===== config.mk =====
export PLATFORM = sky130hd
export DESIGN_NAME = char_lcd_nibble_bus_emulator_unit
export DESIGN_NICKNAME = d
export VERILOG_FILES = /design/src/design/clcd_pkg.sv /design/src/design/clcd_decode.sv /design/src/design/char_lcd_nibble_bus_emulator_unit.sv
export SDC_FILE = /design/constraint.sdc
export NUM_CORES = 1
export LEC_CHECK = 0
export BUFFER_PORTS_ARGS = -buffer_cell sky130_fd_sc_hd__buf_2
export CAP_MARGIN = 5
export CORE_MARGIN = 2
export CORE_UTILIZATION = 57
export DETAILED_ROUTE_END_ITERATION = 8
export GPL_TIMING_DRIVEN = 1
export PLACE_DENSITY = 0.82
export SETUP_SLACK_MARGIN = 0.15
export SLEW_MARGIN = 25
export SYNTH_ARGS = -nofsm -noshare
export SYNTH_HDL_FRONTEND = slang
export SYNTH_SLANG_ARGS = --single-unit

===== constraint.sdc =====
create_clock -name clk -period 3.6 [get_ports clk]
set_input_delay 0.18 -clock clk [delete_from_list [all_inputs] [get_ports clk]]
set_output_delay 0.18 -clock clk [all_outputs]
set_load 0.1 [all_outputs]

===== src/design/clcd_pkg.sv =====
`timescale 1ns / 1ps
`default_nettype none
package clcd_pkg;

  // Expander byte layout
  localparam int unsigned BitRs = 0;
  localparam int unsigned BitRw = 1;
  localparam int unsigned BitEn = 2;
  localparam int unsigned BitBl = 3;

  // Command bits, highest set bit selects the command
  localparam int unsigned CmdSetAddr   = 7;
  localparam int unsigned CmdCgAddr    = 6;
  localparam int unsigned CmdEntryMode = 2;
  localparam int unsigned CmdHome      = 1;
  localparam int unsigned CmdClear     = 0;
  localparam logic [7:0]  CmdNoEffectMask = 8'h38;

  // Display address map
  localparam logic [6:0] AddrWrapLimit  = 7'h68;
  localparam logic [6:0] AddrGapLow     = 7'h28;
  localparam logic [6:0] AddrSecondLine = 7'h40;
  localparam logic [5:0] FoldColumn     = 6'd20;
  localparam logic [2:0] FoldRows       = 3'd4;
  localparam logic [2:0] RowsReset      = 3'd2;
  localparam logic [5:0] ColumnCount    = 6'd16;

  typedef struct packed {
    logic       sel_data;
    logic       have_hi;
    logic [3:0] hi_nib;
    logic [6:0] addr;
    logic       backlight;
  } clcd_state_t;

  typedef struct packed {
    logic       backlight_on;
    logic       text_write;
    logic [1:0] text_row;
    logic [5:0] text_column;
    logic [7:0] text_char;
    logic       clear_text;
  } clcd_result_t;

  localparam clcd_state_t StateReset = '{
    sel_data: 1'b0, have_hi: 1'b0, hi_nib: 4'd0, addr: 7'd0, backlight: 1'b0
  };

endpackage
`default_nettype wire


===== src/design/clcd_decode.sv =====
`timescale 1ns / 1ps
`default_nettype none
module clcd_decode (
  input  clcd_pkg::clcd_state_t  state_i,
  input  logic [7:0]             port_byte_i,
  input  logic [2:0]             rows_i,
  output clcd_pkg::clcd_state_t  state_o,
  output clcd_pkg::clcd_result_t result_o
);
  import clcd_pkg::*;

  logic       strobe;
  logic       rs;
  logic [7:0] full_byte;
  logic [6:0] addr_fix;
  logic [5:0] col;
  logic [1:0] row;

  always_comb begin
    strobe    = port_byte_i[BitEn] & ~port_byte_i[BitRw];
    rs        = port_byte_i[BitRs];
    full_byte = {state_i.hi_nib, port_byte_i[7:4]};

    // fold the address into the two-line map
    addr_fix = state_i.addr;
    if (addr_fix >= AddrWrapLimit) addr_fix = 7'd0;
    if (addr_fix >= AddrGapLow && addr_fix < AddrSecondLine) addr_fix = AddrSecondLine;
    col = addr_fix[5:0];
    row = {1'b0, addr_fix[6]};
    if (rows_i == FoldRows && col >= FoldColumn) begin
      col = col - FoldColumn;
      row = row + 2'd2;
    end

    state_o  = state_i;
    result_o = '0;

    if (strobe) begin
      state_o.backlight = port_byte_i[BitBl];
      state_o.sel_data  = rs;
      // a register select change drops any half-collected byte
      if (rs != state_i.sel_data || !state_i.have_hi) begin
        state_o.have_hi = 1'b1;
        state_o.hi_nib  = port_byte_i[7:4];
      end else begin
        state_o.have_hi = 1'b0;
        if (rs) begin
          result_o.text_write  = 1'b1;
          result_o.text_row    = row;
          result_o.text_column = col;
          result_o.text_char   = full_byte;
          state_o.addr         = addr_fix + 7'd1;
        end else if (full_byte[CmdSetAddr]) begin
          state_o.addr = full_byte[6:0];
        end else if (full_byte[CmdCgAddr]) begin
          state_o.addr = state_i.addr;
        end else if ((full_byte & CmdNoEffectMask) != 8'd0) begin
          state_o.addr = state_i.addr;
        end else if (full_byte[CmdEntryMode]) begin
          state_o.addr = state_i.addr;
        end else if (full_byte[CmdHome]) begin
          state_o.addr = 7'd0;
        end else if (full_byte[CmdClear]) begin
          state_o.addr         = 7'd0;
          result_o.clear_text  = 1'b1;
        end
      end
    end

    result_o.backlight_on = state_o.backlight;
  end

endmodule
`default_nettype wire


===== src/design/char_lcd_nibble_bus_emulator_unit.sv =====
`timescale 1ns / 1ps
`default_nettype none
// Channel  | Direction | Handshake          | Payload
// in_      | input     | in_valid/in_stall  | in_port_byte
// out_     | output    | out_valid/out_stall| backlight, text cell write, clear, columns
// cfg_     | input     | cfg_write_en       | cfg_write_data (display rows)
//
// One byte per cycle while in_stall is low: decode is one combinational pass from the
// state registers into the result register, seen in the cycle after acceptance.
// in_stall is high only while a result sits in the result register and
// out_stall holds it. Reset (synchronous, rst_n low) empties the nibble
// collector, selects the command register, zeroes the address and
// backlight and sets display rows to 2.
module char_lcd_nibble_bus_emulator_unit (
  input  logic       clk,
  input  logic       rst_n,
  input  logic       in_valid,
  output logic       in_stall,
  input  logic [7:0] in_port_byte,
  output logic       out_valid,
  input  logic       out_stall,
  output logic       out_backlight_on,
  output logic       out_text_write,
  output logic [1:0] out_text_row,
  output logic [5:0] out_text_column,
  output logic [7:0] out_text_char,
  output logic       out_clear_text,
  output logic [5:0] out_columns_in_use,
  input  logic       cfg_write_en,
  input  logic [2:0] cfg_write_data
);
  import clcd_pkg::*;

  clcd_state_t  state_r, state_nxt;
  clcd_result_t result_r, result_nxt;
  logic [2:0]   rows_r;
  logic         out_valid_r, out_valid_nxt;
  logic         in_accept;

  clcd_decode u_decode (
    .state_i     (state_r),
    .port_byte_i (in_port_byte),
    .rows_i      (rows_r),
    .state_o     (state_nxt),
    .result_o    (result_nxt)
  );

  assign in_stall  = out_valid_r & out_stall;
  assign in_accept = in_valid & ~in_stall;

  always_comb begin
    if (in_accept) out_valid_nxt = 1'b1;
    else if (out_stall) out_valid_nxt = out_valid_r;
    else out_valid_nxt = 1'b0;
  end

  always_ff @(posedge clk) begin
    if (!rst_n) begin
      state_r     <= StateReset;
      rows_r      <= RowsReset;
      out_valid_r <= 1'b0;
    end else begin
      out_valid_r <= out_valid_nxt;
      if (in_accept) state_r <= state_nxt;
      if (cfg_write_en) rows_r <= cfg_write_data;
    end
  end

  // hold the result while stalled
  always_ff @(posedge clk) begin
    if (in_accept) result_r <= result_nxt;
  end

  assign out_valid          = out_valid_r;
  assign out_backlight_on   = result_r.backlight_on;
  assign out_text_write     = result_r.text_write;
  assign out_text_row       = result_r.text_row;
  assign out_text_column    = result_r.text_column;
  assign out_text_char      = result_r.text_char;
  assign out_clear_text     = result_r.clear_text;
  assign out_columns_in_use = ColumnCount;

  a_write_or_clear: assert property (@(posedge clk) disable iff (!rst_n)
    out_valid |-> !(out_text_write && out_clear_text))
    else $error("cell write and clear in one beat");

  a_column_range: assert property (@(posedge clk) disable iff (!rst_n)
    (out_valid && out_text_write) |-> (out_text_column < 6'd40))
    else $error("column out of range");

  a_accept_shows: assert property (@(posedge clk) disable iff (!rst_n)
    in_accept |=> out_valid)
    else $error("accepted beat gave no result");

  a_idle_fields: assert property (@(posedge clk) disable iff (!rst_n)
    (out_valid && !out_text_write) |-> (out_text_char == 8'd0 && out_text_column == 6'd0))
    else $error("cell fields set without a write");

endmodule
`default_nettype wire


=== Word-level counts from Yosys, hierarchy flattened ===
Index checks and enable logic that the tools add are counted.

* Add/subtract/negate cells: 3
* Multiply operators: 0
* Div/mod/pow operators: 0
* $lt $le $gt $ge: 4
* Equal/unequal tests: 6
* Shift-type cells: 0
* Multiplexer cells: 17
* Bitwise gates (word level): 9
* Reductions and logical operators: 13

{| class="wikitable"
|+ Operator list
! kind !! count
|-
| $mux W7 || 9
|-
| $mux W17 || 1
|-
| $reduce_bool A8 Y1 || 1
|-
| $reduce_or A8 Y1 || 1
|-
| $add A7 B1 Y7 const B || 1
|-
| $ge A7 B6 Y1 const B || 1
|-
| $ge A7 B7 Y1 const B || 1
|-
| $lt A7 B7 Y1 const B || 1
|-
| $reduce_and A7 Y1 || 1
|-
| $ge A6 B5 Y1 const B || 1
|-
| $mux W6 || 1
|-
| $ne A3 B2 Y1 const B || 2
|-
| $not A1 Y1 || 6
|-
| $sub A6 B5 Y6 const B || 1
|-
| $mux W1 || 5
|-
| $reduce_bool A4 Y1 || 1
|-
| $reduce_or A4 Y1 || 1
|-
| $and A1 B1 Y1 || 3
|-
| $eq A3 B3 Y1 const B || 1
|-
| $ne A3 B3 Y1 const B || 1
|-
| $reduce_and A3 Y1 || 1
|-
| $reduce_or A3 Y1 || 1
|-
| $add A1 B2 Y2 const B || 1
|-
| $logic_and A1 B1 Y1 || 2
|-
| other kinds (7) || 7
|}

* Bits in registers: 37
* Bits in latches: 0
* Memory bits (writable): 0
* Bits in read-only memories: 0
* Bits of input ports: 16
* Output and inout port bits: 27
* Word-level logic and storage cells: 66
* Memories kept: 0

=== Logic depth before layout (Yosys ltp) ===
Gate-level depths: netlist (run 1).

* Depth after elaboration: 9
* Depth in mapped cells: 9
* Depth with buffers taken out: 8

=== Cells and area by module ===
A second synthesis (run 1) with hierarchy kept.

* Cells, all modules: 234
* Area, all modules: 2175.8 um^2

{| class="wikitable"
|+ By module, submodules not included
! module !! times used !! cells each !! area each (um^2) !! seq. area each (um^2)
|-
| char_lcd_nibble_bus_emulator_unit || 1 || 100 || 1342.5 || 930.9
|-
| clcd_decode || 1 || 134 || 833.3 || 0.0
|}

=== Least setup slack after synthesis (run 1) ===
Ideal clock, no wire load.

* Path type: reg2reg
* Start: reg out_valid_r (netlist: out_valid)
* End: reg state_r[7] in the netlist's numbering
* Setup time: 0.116 ns
* Data arrival time: 2.344 ns
* Data required time: 3.484 ns
* Setup slack: 1.140 ns
* Stages on the path, launching flop included: 7
* Path buffers: 2
* Period minus slack after synthesis: 2.460 ns
* Cells stage by stage: dfxtp_1 -> a21boi_2 -> and4_1 -> buf_6 -> and2_4 -> buf_6 -> a31o_2

* Cells in the longest elaborated chain, start to end: 4

{| class="wikitable"
|+ RTL lines
! item !! line !! source
|-
| start: declaration || char_lcd_nibble_bus_emulator_unit.sv:37 || <nowiki>logic out_valid_r, out_valid_nxt;</nowiki>
|-
| start signal: assignment || char_lcd_nibble_bus_emulator_unit.sv:63 || <nowiki>out_valid_r <= out_valid_nxt;</nowiki>
|-
| $and A1 B1 Y1 || char_lcd_nibble_bus_emulator_unit.sv:48 || <nowiki>assign in_stall = out_valid_r & out_stall;</nowiki>
|-
| $not A1 Y1 || char_lcd_nibble_bus_emulator_unit.sv:49 || <nowiki>assign in_accept = in_valid & ~in_stall;</nowiki>
|-
| $and A1 B1 Y1 || char_lcd_nibble_bus_emulator_unit.sv:49 ||
|-
| named net in_accept || char_lcd_nibble_bus_emulator_unit.sv:38 || <nowiki>logic in_accept;</nowiki>
|-
| $reduce_and A7 Y1 (no line) || n/a ||
|-
| end signal: assignment || char_lcd_nibble_bus_emulator_unit.sv:59 || <nowiki>state_r <= StateReset;</nowiki>
|-
| end signal: assignment || char_lcd_nibble_bus_emulator_unit.sv:64 || <nowiki>if (in_accept) state_r <= state_nxt;</nowiki>
|-
| end: declaration || char_lcd_nibble_bus_emulator_unit.sv:34 || <nowiki>clcd_state_t state_r, state_nxt;</nowiki>
|}

The timed path passes the listed nets, and every way through them passes these cells.
A chain may end at the register's enable or synchronous reset.

=== Final worst setup path (run 1) ===
* Start: reg state_r[4] in the netlist's numbering
* End: reg result_r (netlist bit out_text_column[5]) (data pin)

* Cells in the longest elaborated chain, start to end: 8
* Elaborated cells between the ends (all ways): 10
* Classes of those cells: 1 x add/sub; 4 x order compare; 3 x mux; 2 x reduce/logical

{| class="wikitable"
|+ RTL lines
! item !! line !! source
|-
| $ge A7 B7 Y1 || clcd_decode.sv:26 || <nowiki>if (addr_fix >= AddrWrapLimit) addr_fix = 7'd0;</nowiki>
|-
| $mux W7 (*) || clcd_decode.sv:26 ||
|-
| $ge A7 B6 Y1 or $lt A7 B7 Y1 (tied branches) || clcd_decode.sv:27 || <nowiki>if (addr_fix >= AddrGapLow && addr_fix < AddrSecondLine) addr_fix = AddrSecondLine;</nowiki>
|-
| $logic_and A1 B1 Y1 || clcd_decode.sv:27 ||
|-
| $mux W7 (*) || clcd_decode.sv:27 ||
|-
| $ge A6 B5 Y1 || clcd_decode.sv:30 || <nowiki>if (rows_i == FoldRows && col >= FoldColumn) begin</nowiki>
|-
| $logic_and A1 B1 Y1 || clcd_decode.sv:30 ||
|-
| $mux W6 (*) || clcd_decode.sv:30 ||
|-
| end signal: assignment || char_lcd_nibble_bus_emulator_unit.sv:71 || <nowiki>if (in_accept) result_r <= result_nxt;</nowiki>
|-
| end: declaration || char_lcd_nibble_bus_emulator_unit.sv:35 || <nowiki>clcd_result_t result_r, result_nxt;</nowiki>
|}

Every way passes the cells marked *; elsewhere a longest branch is shown, timed or not.

==> run_results.csv, run 1 <==
group,metric,value,unit
run_status,status,"completed",
sta,fmax,0.4830,GHz
detailed_routing,wl_per_cell,13.31,um
floorplanning,dieArea,3848,um^2
synthesis,synth_ff_type,"edfxtp_1",
final_layout,area_growth,12.45,%
global_route,grt_usage,20.95,%
placement,dp_hpwl,2464,um
min_path,min_path_type,"in2reg",
power,p_leak,0.9190,nW
placement,dpl.cell_count,259,
run,cap_violations,0,
synthesis,synth_warnings,0,
final_layout,final-seq-area,930.9,um^2
synthesis,ys_top_cells_by_count,"edfxtp_1, dfxtp_1, nand2_1",
clocking,htreeDepth,2,
clocking,post_cts_resized,0,
global_route,grt_pass1_wl,5809,um
synthesis,synth_top_area_cell,"edfxtp_1",
final_layout,finish.instance_area,2158,um^2
final_layout,utilization,65.71,%
sta,worst_slew_pin_slew,0.8281,ns
placement,dp_slack,1.585,ns
clocking,cts.sinks,37,
floorplanning,die_w,62.03,um
sta,timing.final.ws_setup,1.530,ns
floorplanning,die_h,62.03,um
final_layout,drive_gt1_share,24.43,%
synthesis,post-synth-top-count-cell,"edfxtp_1",
floorplanning,start_util,58.44,%
critical_path,cp-start-kind,"register",
synthesis,post_synth_num_cell_types,45,
final_layout,nets,241,
placement,dpl-instance-area,2079,um^2
clocking,ctsHoldBuffers,0,
synthesis,synthCells,187,
final_layout,multi_input_area,865.8,um^2
clocking,cts_root_buf,"clkbuf_4",
min_path,hold_depth,2,
detailed_routing,wl,3554,um
clocking,post_cts_buffers,0,
detailed_routing,drc,0,
power,power.density,426.7,nW/um^2
synthesis,async_flop_share,0,%
clocking,clkTransAtPathRegs,0.11,ns
power,ir_worst_vdd,0.2623,mV
final_layout,num-fill-cells,268,
clocking,cts_tree,"done",
synthesis,synth_edf_count,19,
critical_path,cp.arrival,2.17,ns
clocking,clk-insertion-delay-late,0.35,ns
placement,place.gp.congestion,0.9157,
sta,rsz0062_at_grt,"no",
global_route,grt_max_degree,26,
detailed_routing,route.vias.total,1451,
synthesis,synth_seq_area_share,48.50,%
placement,portBuffers,36,
final_layout,fin_cells,267,
global_route,grt_pass1_vias,1304,
critical_path,critical_path_required,3.70,ns
detailed_routing,antenna_left,0,
sta,finalCritPeriodShare,57.51,%
synthesis,synth_area_leaders,"edfxtp_1, dfxtp_1, mux2i_1",
sta,drv_slew,0,
sta,hold_viol_final,0,
sta,max_slew_margin,44.67,%
global_route,antenna_found_initial,0,
floorplanning,core_area,3284,um^2
synthesis,synth.avg_cell_area,10.26,um^2
detailed_routing,dr.first_iter.drc_count,51,
synthesis,synth-seq-cells,37,
detailed_routing,via_per_inst,5.434,
floorplanning,pin_count,43,
final_layout,diodes,0,
critical_path,ff2ff_path_depth,7,
synthesis,syn_area,1919,um^2
critical_path,path_class,"reg2reg",
floorplanning,rows,21,
clocking,cts_buffer_depth,2,
detailed_routing,dr.pass1.iters,4,
critical_path,path_max_fanout,9,
critical_path,crit_path_end_kind,"register",
sta,setup_viol,0,
sta,finalCriticalPeriod,2.070,ns
sta,setup_tns,0,ns
global_route,gr-total-overflow,0,
clocking,cts-buffers-inserted,5,
sta,finClkSkew,0.01099,ns
synthesis,synth_top_area_share,29.73,%
==> layout by cell type, fill, tap and decap left out, types with 2 or more instances in the layout <==
master,netlist,routed
nand3b_1,4,4
mux2_2,2,2
clkbuf_4,0,5
ha_1,5,5
nor2b_1,4,4
o21ai_0,2,2
and3_1,11,11
nor3_1,4,4
a211oi_1,2,2
a21oi_1,11,11
mux2i_1,9,9
inv_1,10,10
nor3b_1,3,3
nand2_1,17,17
a311oi_1,4,4
a31oi_1,2,2
conb_1,2,6
nand3_1,3,3
nor2_1,14,14
buf_2,2,36
xnor2_1,2,2
dfxtp_1,18,18
edfxtp_1,19,19
a21o_1,3,3
a21boi_0,2,2
o21a_1,2,2
==> final timing paths <==
| path | slack [ns] | startpoint | endpoint |
|---|---|---|---|
| worst min register to register | 0.50 | rows_r[1]$_SDFFE_PN1P_ | rows_r[1]$_SDFFE_PN1P_ |
| worst min-delay path | 0.04 | rst_n | rows_r[1]$_SDFFE_PN1P_ |
| worst max-delay path | 1.53 | state_r[4]$_SDFFE_PN0P_ | out_text_column[5]$_SDFFCE_PP0P_ |
| worst max register to register | 1.53 | state_r[4]$_SDFFE_PN0P_ | out_text_column[5]$_SDFFCE_PP0P_ |
==> logic make-up (layout without fill, tap and decap cells) <==
| family | count (synthesis) | count (layout) | share of synthesized area (%) |
|---|---|---|---|
| and+or+nand+nor | 66 | 66 | 17.80 |
| xor gates and xnor gates | 4 | 4 | 2.217 |
| AOI/OAI and AO/OA | 37 | 37 | 14.80 |
| buffers and inverters | 25 | 55 | 7.171 |
| DFF | 37 | 37 | 48.50 |
| other | 2 | 6 | 0.3913 |
| adders and majority gates | 5 | 5 | 3.259 |
| muxes | 11 | 11 | 5.867 |
==> state kept, by name (all words and copies together), names as in the netlist <==
name	cells
out_valid	1
out_text_char	8
out_text_write	1
out_clear_text	1
out_backlight_on	1
state_r	14
rows_r	3
out_text_column	6
out_text_row	2
==> where the power goes <==
group / internal (W) / switching [W]
combinational: 0.0000286 / 0.000145
sequential: 0.000458 / 0.00000722
clock: 0.000144 / 0.000139
==> routing by layer <==
layer / wire (um) / share of wire [%] / vias up / global-route usage (%)
met5: 0 / 0 / - / 0
met4: 71 / 2.0 / 0 / 8.207
met3: 180 / 5.1 / 7 / 5.590
met2: 1684 / 47 / 42 / 32.59
met1: 1617 / 45 / 681 / 27.81
li1: - / - / 721 / -
==> cell type report <==
class,count,area share [%]
Clock buffer,5,1.739
Clock inverter,3,1.913
Inverter,10,1.739
Multi-Input combinational cell,129,40.12
Sequential cell,37,43.13
Tap cell,46,2.667
Timing Repair Buffer,37,8.696
==> worst max-delay path, stage by stage (launching register included) <==
cell	delay, ns
dfxtp_1	0.40
o21ai_1	0.37
nand2_1	0.18
ha_1	0.23
a21bo_2	0.20
a21o_1	0.23
a31oi_1	0.15
nor3_1	0.06
==> stage by stage <==
step                      hold WS [ns]  power [W]
final                          0.04297  0.0009210
after global routing           0.03398  0.0009491
after CTS                      0.03034  0.0009251
after detailed placement        0.3974  0.0006477
after global placement          0.3929  0.0006459
after floorplan                 0.2419  0.0006241
Note: power is estimated with default switching activity, not from simulation.
==> inputs of run 2 (changes only) <==
CORE_UTILIZATION = 48   (was 57)
PLACE_DENSITY = 0.74   (was 0.82)
clock period = 1.8 ns   (was 3.6 ns; I/O delays follow)
==> run_results.csv, run 2 (synthesized netlist as in run 1, its figures left out) <==
group,metric,value,unit
clocking,cts_root_buf,"clkbuf_8",
run,cap_violations,0,
critical_path,path_max_fanout,6,
placement,dp_hpwl,2590,um
critical_path,path_class,"reg2reg",
final_layout,finish.instance_area,2407,um^2
sta,setup_viol,0,
detailed_routing,route.vias.total,1497,
placement,dpl-instance-area,2211,um^2
clocking,htreeDepth,2,
critical_path,critPathSlowestCell,"dfxtp_4",
detailed_routing,drc,0,
detailed_routing,via_per_inst,5.234,
global_route,grt_pass1_vias,1356,
power,switching_share,29.26,%
critical_path,critical_path_required,1.84,ns
sta,finalCriticalPeriod,1.728,ns
critical_path,crit_family,"compound AO/OA/AOI/OAI gates",
clocking,cts-buffers-inserted,5,
placement,portBuffers,36,
sta,rsz0062_at_grt,"yes",
global_route,grt_usage,18.78,%
placement,place.gp.congestion,0.8511,
final_layout,num-fill-cells,313,
floorplanning,dieArea,4521,um^2
global_route,grt_pass1_wl,6306,um
final_layout,mostFrequentLayoutCell,"buf_2",
floorplanning,start_util,51.27,%
detailed_routing,wl_per_cell,13.28,um
power,p_int,0.001428,W
floorplanning,pin_count,43,
power,p_leak,1.032,nW
clocking,cts_buffer_depth,2,
power,ir_worst_vdd,0.4720,mV
sta,hold_viol_final,0,
floorplanning,die_w,67.24,um
critical_path,cp.arrival,1.76,ns
critical_path,crit_path_end_kind,"register",
power,power.density,838.8,nW/um^2
final_layout,mostFrequentLayoutCells,"buf_2, edfxtp_1, buf_4",
global_route,gr-total-overflow,0,
sta,fmax,0.5786,GHz
final_layout,fin_cells,286,
power,seqPwrFrac,45.9,%
critical_path,cp-start-kind,"register",
clocking,clkTransAtPathRegs,0.07,ns
floorplanning,die_h,67.24,um
power,clockPowerShare,36.5,%
run_status,status,"completed",
critical_path,crit_buf_inv,0,
placement,dpl.cell_count,272,
final_layout,nets,258,
sta,worst_slew_pin_slew,0.5132,ns
critical_path,path_cells,"o21ai_4, nand2_2, ha_2, a21bo_2, a21o_1, a31oi_1, nor3_1",
detailed_routing,wl,3797,um
clocking,cts.sinks,37,
critical_path,cpPeakStageDelay,0.36,ns
final_layout,largest_reg_flops,14,
sta,setup_tns,0,ns
detailed_routing,dr.first_iter.drc_count,106,
clocking,cts_tree,"done",
final_layout,area_growth,25.42,%
sta,finalCritPeriodShare,96.01,%
sta,drv_slew,0,
final_layout,top_register,"state_r",
detailed_routing,antenna_left,0,
final_layout,diodes,0,
floorplanning,rows,22,
global_route,antenna_found_initial,0,
final_layout,utilization,64.30,%
floorplanning,core_area,3744,um^2
sta,max_slew_margin,65.75,%
global_route,grt_max_degree,24,
clocking,clk-insertion-delay-late,0.29,ns
power,power.share.combinational,17.6,%
min_path,min_path_type,"in2reg",
final_layout,drive_gt1_share,38.24,%
detailed_routing,dr.pass1.iters,4,
power,power_switching,0.0005908,W
sta,finClkSkew,0.005388,ns
==> run 2: cell types whose count changed in the layout (fill, tap and decap cells not counted), moves of 2 or more <==
cell | before | now
ha_1 | 5 | 3
inv_2 | 0 | 3
nand2_1 | 17 | 14
clkbuf_4 | 5 | 0
clkbuf_8 | 0 | 6
nand2_2 | 0 | 3
dfxtp_4 | 0 | 3
nor2b_1 | 4 | 2
buf_4 | 1 | 18
dfxtp_1 | 18 | 14
inv_1 | 10 | 7
==> run 2: repair_timing <==
action	4_1_cts	5_1_grt
hold buffers	0	0
pin swaps	9	6
setup endpoints to repair	6	9
resized for setup	5	9
buffers inserted	5	1
==> run 2: power groups by stage <==
stage	sequential, W	clock, W	combinational (W)
after global routing	0.000930	0.000796	0.000371
final	0.000927	0.000736	0.000356
after detailed placement	0.000948	0	0.000354
after global placement	0.000947	0	0.000353
after floorplan	0.00110	0	0.000148
after CTS	0.000927	0.000747	0.000356
==> run 2: through the flow <==
| step | total power [W] | hold slack, ns | worst slack, ns |
|---|---|---|---|
| after floorplan | 0.001249 | 0.1519 | -0.01559 |
| after global placement | 0.001300 | 0.3007 | 0.005871 |
| after detailed placement | 0.001302 | 0.3047 | -0.02670 |
| after CTS | 0.002030 | 0.006690 | 0.06551 |
| after global routing | 0.002096 | 0.01359 | 0.004749 |
| final | 0.002019 | 0.008930 | 0.07182 |
==> run 2: worst paths after layout <==
check	startpoint	end	slack, ns	cells after the start
worst max-delay path	state_r[4]$_SDFFE_PN0P_	out_text_column[5]$_SDFFCE_PP0P_	0.07	7
worst min-delay path	rst_n	rows_r[1]$_SDFFE_PN1P_	0.009	2
worst min register to register	state_r[0]$_SDFFE_PN0P_	state_r[0]$_SDFFE_PN0P_	0.49	2
worst max register to register	state_r[4]$_SDFFE_PN0P_	out_text_column[5]$_SDFFCE_PP0P_	0.07	7
==> run 2: worst register-to-register path, stage by stage (launching register included) <==
cell     delay [ns]
dfxtp_4        0.36
o21ai_4        0.19
nand2_2        0.09
ha_2           0.18
a21bo_2        0.18
a21o_1         0.24
a31oi_1        0.19
nor3_1         0.06
==> run 2: layout make-up <==
cell class              count  area, um^2  area share [%]
flip-flops and latches     37       943.4           39.19
clock inverters             1       30.03           1.247
repair buffers             54       315.3           13.10
well taps                  48       60.06           2.495
inverters                  10       37.54           1.559
multi-input cells         129       934.6           38.83
clock buffers               7       86.33           3.586
==> run 2: metal layers <==
| layer | vias to the layer above | global-route usage, % | routed length [um] | part of all wire [%] |
|---|---|---|---|---|
| met4 | 0 | 7.398 | 51 | 1.3 |
| met1 | 693 | 25.05 | 1725 | 45 |
| met5 | - | 0 | 0 | 0 |
| li1 | 746 | - | - | - |
| met2 | 50 | 29.46 | 1767 | 47 |
| met3 | 8 | 4.500 | 253 | 6.7 |
==> inputs of run 3 (changes only) <==
==> constraint.sdc (replaced) <==
create_clock -name clk -period 1.8 [get_ports clk]
set_input_delay 0.18 -clock clk [delete_from_list [all_inputs] [get_ports clk]]
set_output_delay 0.18 -clock clk [all_outputs]
set_load 0.1 [all_outputs]
==> run_results.csv, run 3 (synthesized netlist as in run 1, its figures left out) <==
group,metric,value,unit
global_route,gr-total-overflow,0,
floorplanning,die_h,67.24,um
sta,setup_tns,0,ns
final_layout,mostFrequentLayoutCell,"buf_2",
power,power.density,768.1,nW/um^2
critical_path,critical_path_required,1.83,ns
global_route,grt_most_used_layer,"met2",
critical_path,cp.arrival,1.77,ns
critical_path,r2r_start,"state_r[4]$_SDFFE_PN0P_",
clocking,ctsHoldBuffers,0,
detailed_routing,wl_per_cell,13.31,um
power,ir_worst_vdd,0.4663,mV
floorplanning,rows,22,
detailed_routing,drc,0,
placement,portBuffers,36,
clocking,cts_tree,"done",
clocking,clk-insertion-delay-late,0.28,ns
critical_path,ff2ff_path_depth,7,
detailed_routing,via_per_inst,5.260,
critical_path,crit_path_end_kind,"register",
critical_path,r2r_end,"out_text_column[5]$_SDFFCE_PP0P_",
sta,max_slew_margin,65.91,%
placement,dpl.cell_count,273,
placement,place.gp.congestion,0.8511,
floorplanning,core_area,3744,um^2
floorplanning,die_w,67.24,um
global_route,grt_use_met3,3.500,%
sta,timing.final.ws_setup,0.06392,ns
clocking,clkTransAtPathRegs,0.07,ns
critical_path,r2r_slack,0.06,ns
run,cap_violations,0,
placement,dp_slack,-0.05077,ns
clocking,htreeDepth,2,
final_layout,fin_cells,289,
final_layout,nets,261,
detailed_routing,dr.first_iter.drc_count,80,
sta,drv_slew,0,
sta,rsz0062_at_grt,"yes",
clocking,cts-buffers-inserted,5,
detailed_routing,route.vias.total,1520,
clocking,cts_buffer_depth,2,
sta,setup_viol,0,
power,p_leak,1.025,nW
global_route,grt_pass1_wl,6403,um
final_layout,top_register,"state_r",
placement,dp_hpwl,2669,um
critical_path,path_class,"reg2reg",
min_path,min_path_type,"in2reg",
detailed_routing,antenna_left,0,
final_layout,drive_gt1_share,40.25,%
global_route,antenna_found_initial,0,
run_status,status,"completed",
critical_path,path_max_fanout,6,
global_route,use_met1,25.50,%
global_route,grt_usage,18.76,%
sta,worst_slew_pin_slew,0.5107,ns
clocking,cts.sinks,37,
sta,finClkSkew,0.006480,ns
final_layout,diodes,0,
final_layout,mostFrequentLayoutCells,"buf_2, buf_4, edfxtp_1, nor2_1, dfxtp_1",
floorplanning,start_util,51.27,%
final_layout,num-fill-cells,339,
global_route,grt_max_degree,24,
final_layout,largest_reg_flops,14,
sta,finalCritPeriodShare,96.45,%
detailed_routing,wl,3848,um
global_route,grt_pass1_vias,1373,
critical_path,worstSetupEndpoint,"out_text_column[5]$_SDFFCE_PP0P_",
final_layout,area_growth,25.10,%
floorplanning,pin_count,43,
clocking,cts_root_buf,"clkbuf_8",
sta,hold_viol_final,0,
detailed_routing,dr.pass1.iters,4,
sta,fmax,0.5760,GHz
global_route,gr-usage-met2,30.20,%
floorplanning,dieArea,4521,um^2
sta,finalCriticalPeriod,1.736,ns
critical_path,cp-start-kind,"register",
critical_path,critical_path.startpoint,"state_r[4]$_SDFFE_PN0P_",
power,total_power,0.001844,W
-- run 3: area by class of cell --
type	count	area, um^2	area share (%)
flip-flops and latches	37	943.4	39.29
clock buffers	5	68.82	2.866
repair buffers	57	337.8	14.07
inverters	10	37.54	1.563
multi-input cells	129	935.9	38.98
clock inverters	3	17.52	0.7295
well taps	48	60.06	2.501
-- run 3: worst min path at each step --
stage | from | cells past startpoint | end
floorplan | rst_n | 1 | rows_r[1]$_SDFFE_PN1P_
global placement | rst_n | 2 | rows_r[1]$_SDFFE_PN1P_
detailed placement | rst_n | 2 | rows_r[1]$_SDFFE_PN1P_
CTS | rst_n | 2 | rows_r[1]$_SDFFE_PN1P_
global route | rst_n | 2 | rows_r[1]$_SDFFE_PN1P_
finish | rst_n | 2 | rows_r[1]$_SDFFE_PN1P_
-- run 3: power by group --
part           internal, W  total, W  leakage, nW  switching (W)
Clock             0.000267  0.000556       0.0439       0.000289
Combinational    0.0000685  0.000361        0.639       0.000293
Sequential        0.000912  0.000927        0.341      0.0000145
Total              0.00125   0.00184         1.02       0.000597
-- run 3: timing repair --
action                                  in CTS  in global routing
endpoints found under the setup margin       5                  8
pin swaps                                   11                  8
resized for setup                           10                  4
setup buffers                                6                  2
-- run 3: metal layers --
layer	share of wire [%]	wire (um)	vias to the layer above
li1	-	-	759
met2	46	1788	53
met4	1.2	47	0
met1	46	1788	703
met3	5.8	224	5
met5	0	0	-
-- run 3: critical path, cell delays in order (launching register included) --
cell and delay [ns]:
dfxtp_4 0.37, o21ai_4 0.18, nand2_2 0.08, ha_2 0.18
a21bo_2 0.19, a21o_1 0.24, a31oi_1 0.19, nor3_1 0.06
-- run 3: stage by stage --
| step | utilization [%] | instance area (um^2) | hold slack, ns |
|---|---|---|---|
| 2_1_floorplan | - | 1987 | 0.2419 |
| 3_3_place_gp | 59.26 | 2218 | 0.3912 |
| 3_5_place_dp | 59.26 | 2218 | 0.3964 |
| 4_1_cts | 63.44 | 2375 | 0.1047 |
| 5_1_grt | 64.14 | 2401 | 0.1109 |
| 6_report | 64.14 | 2401 | 0.1079 |
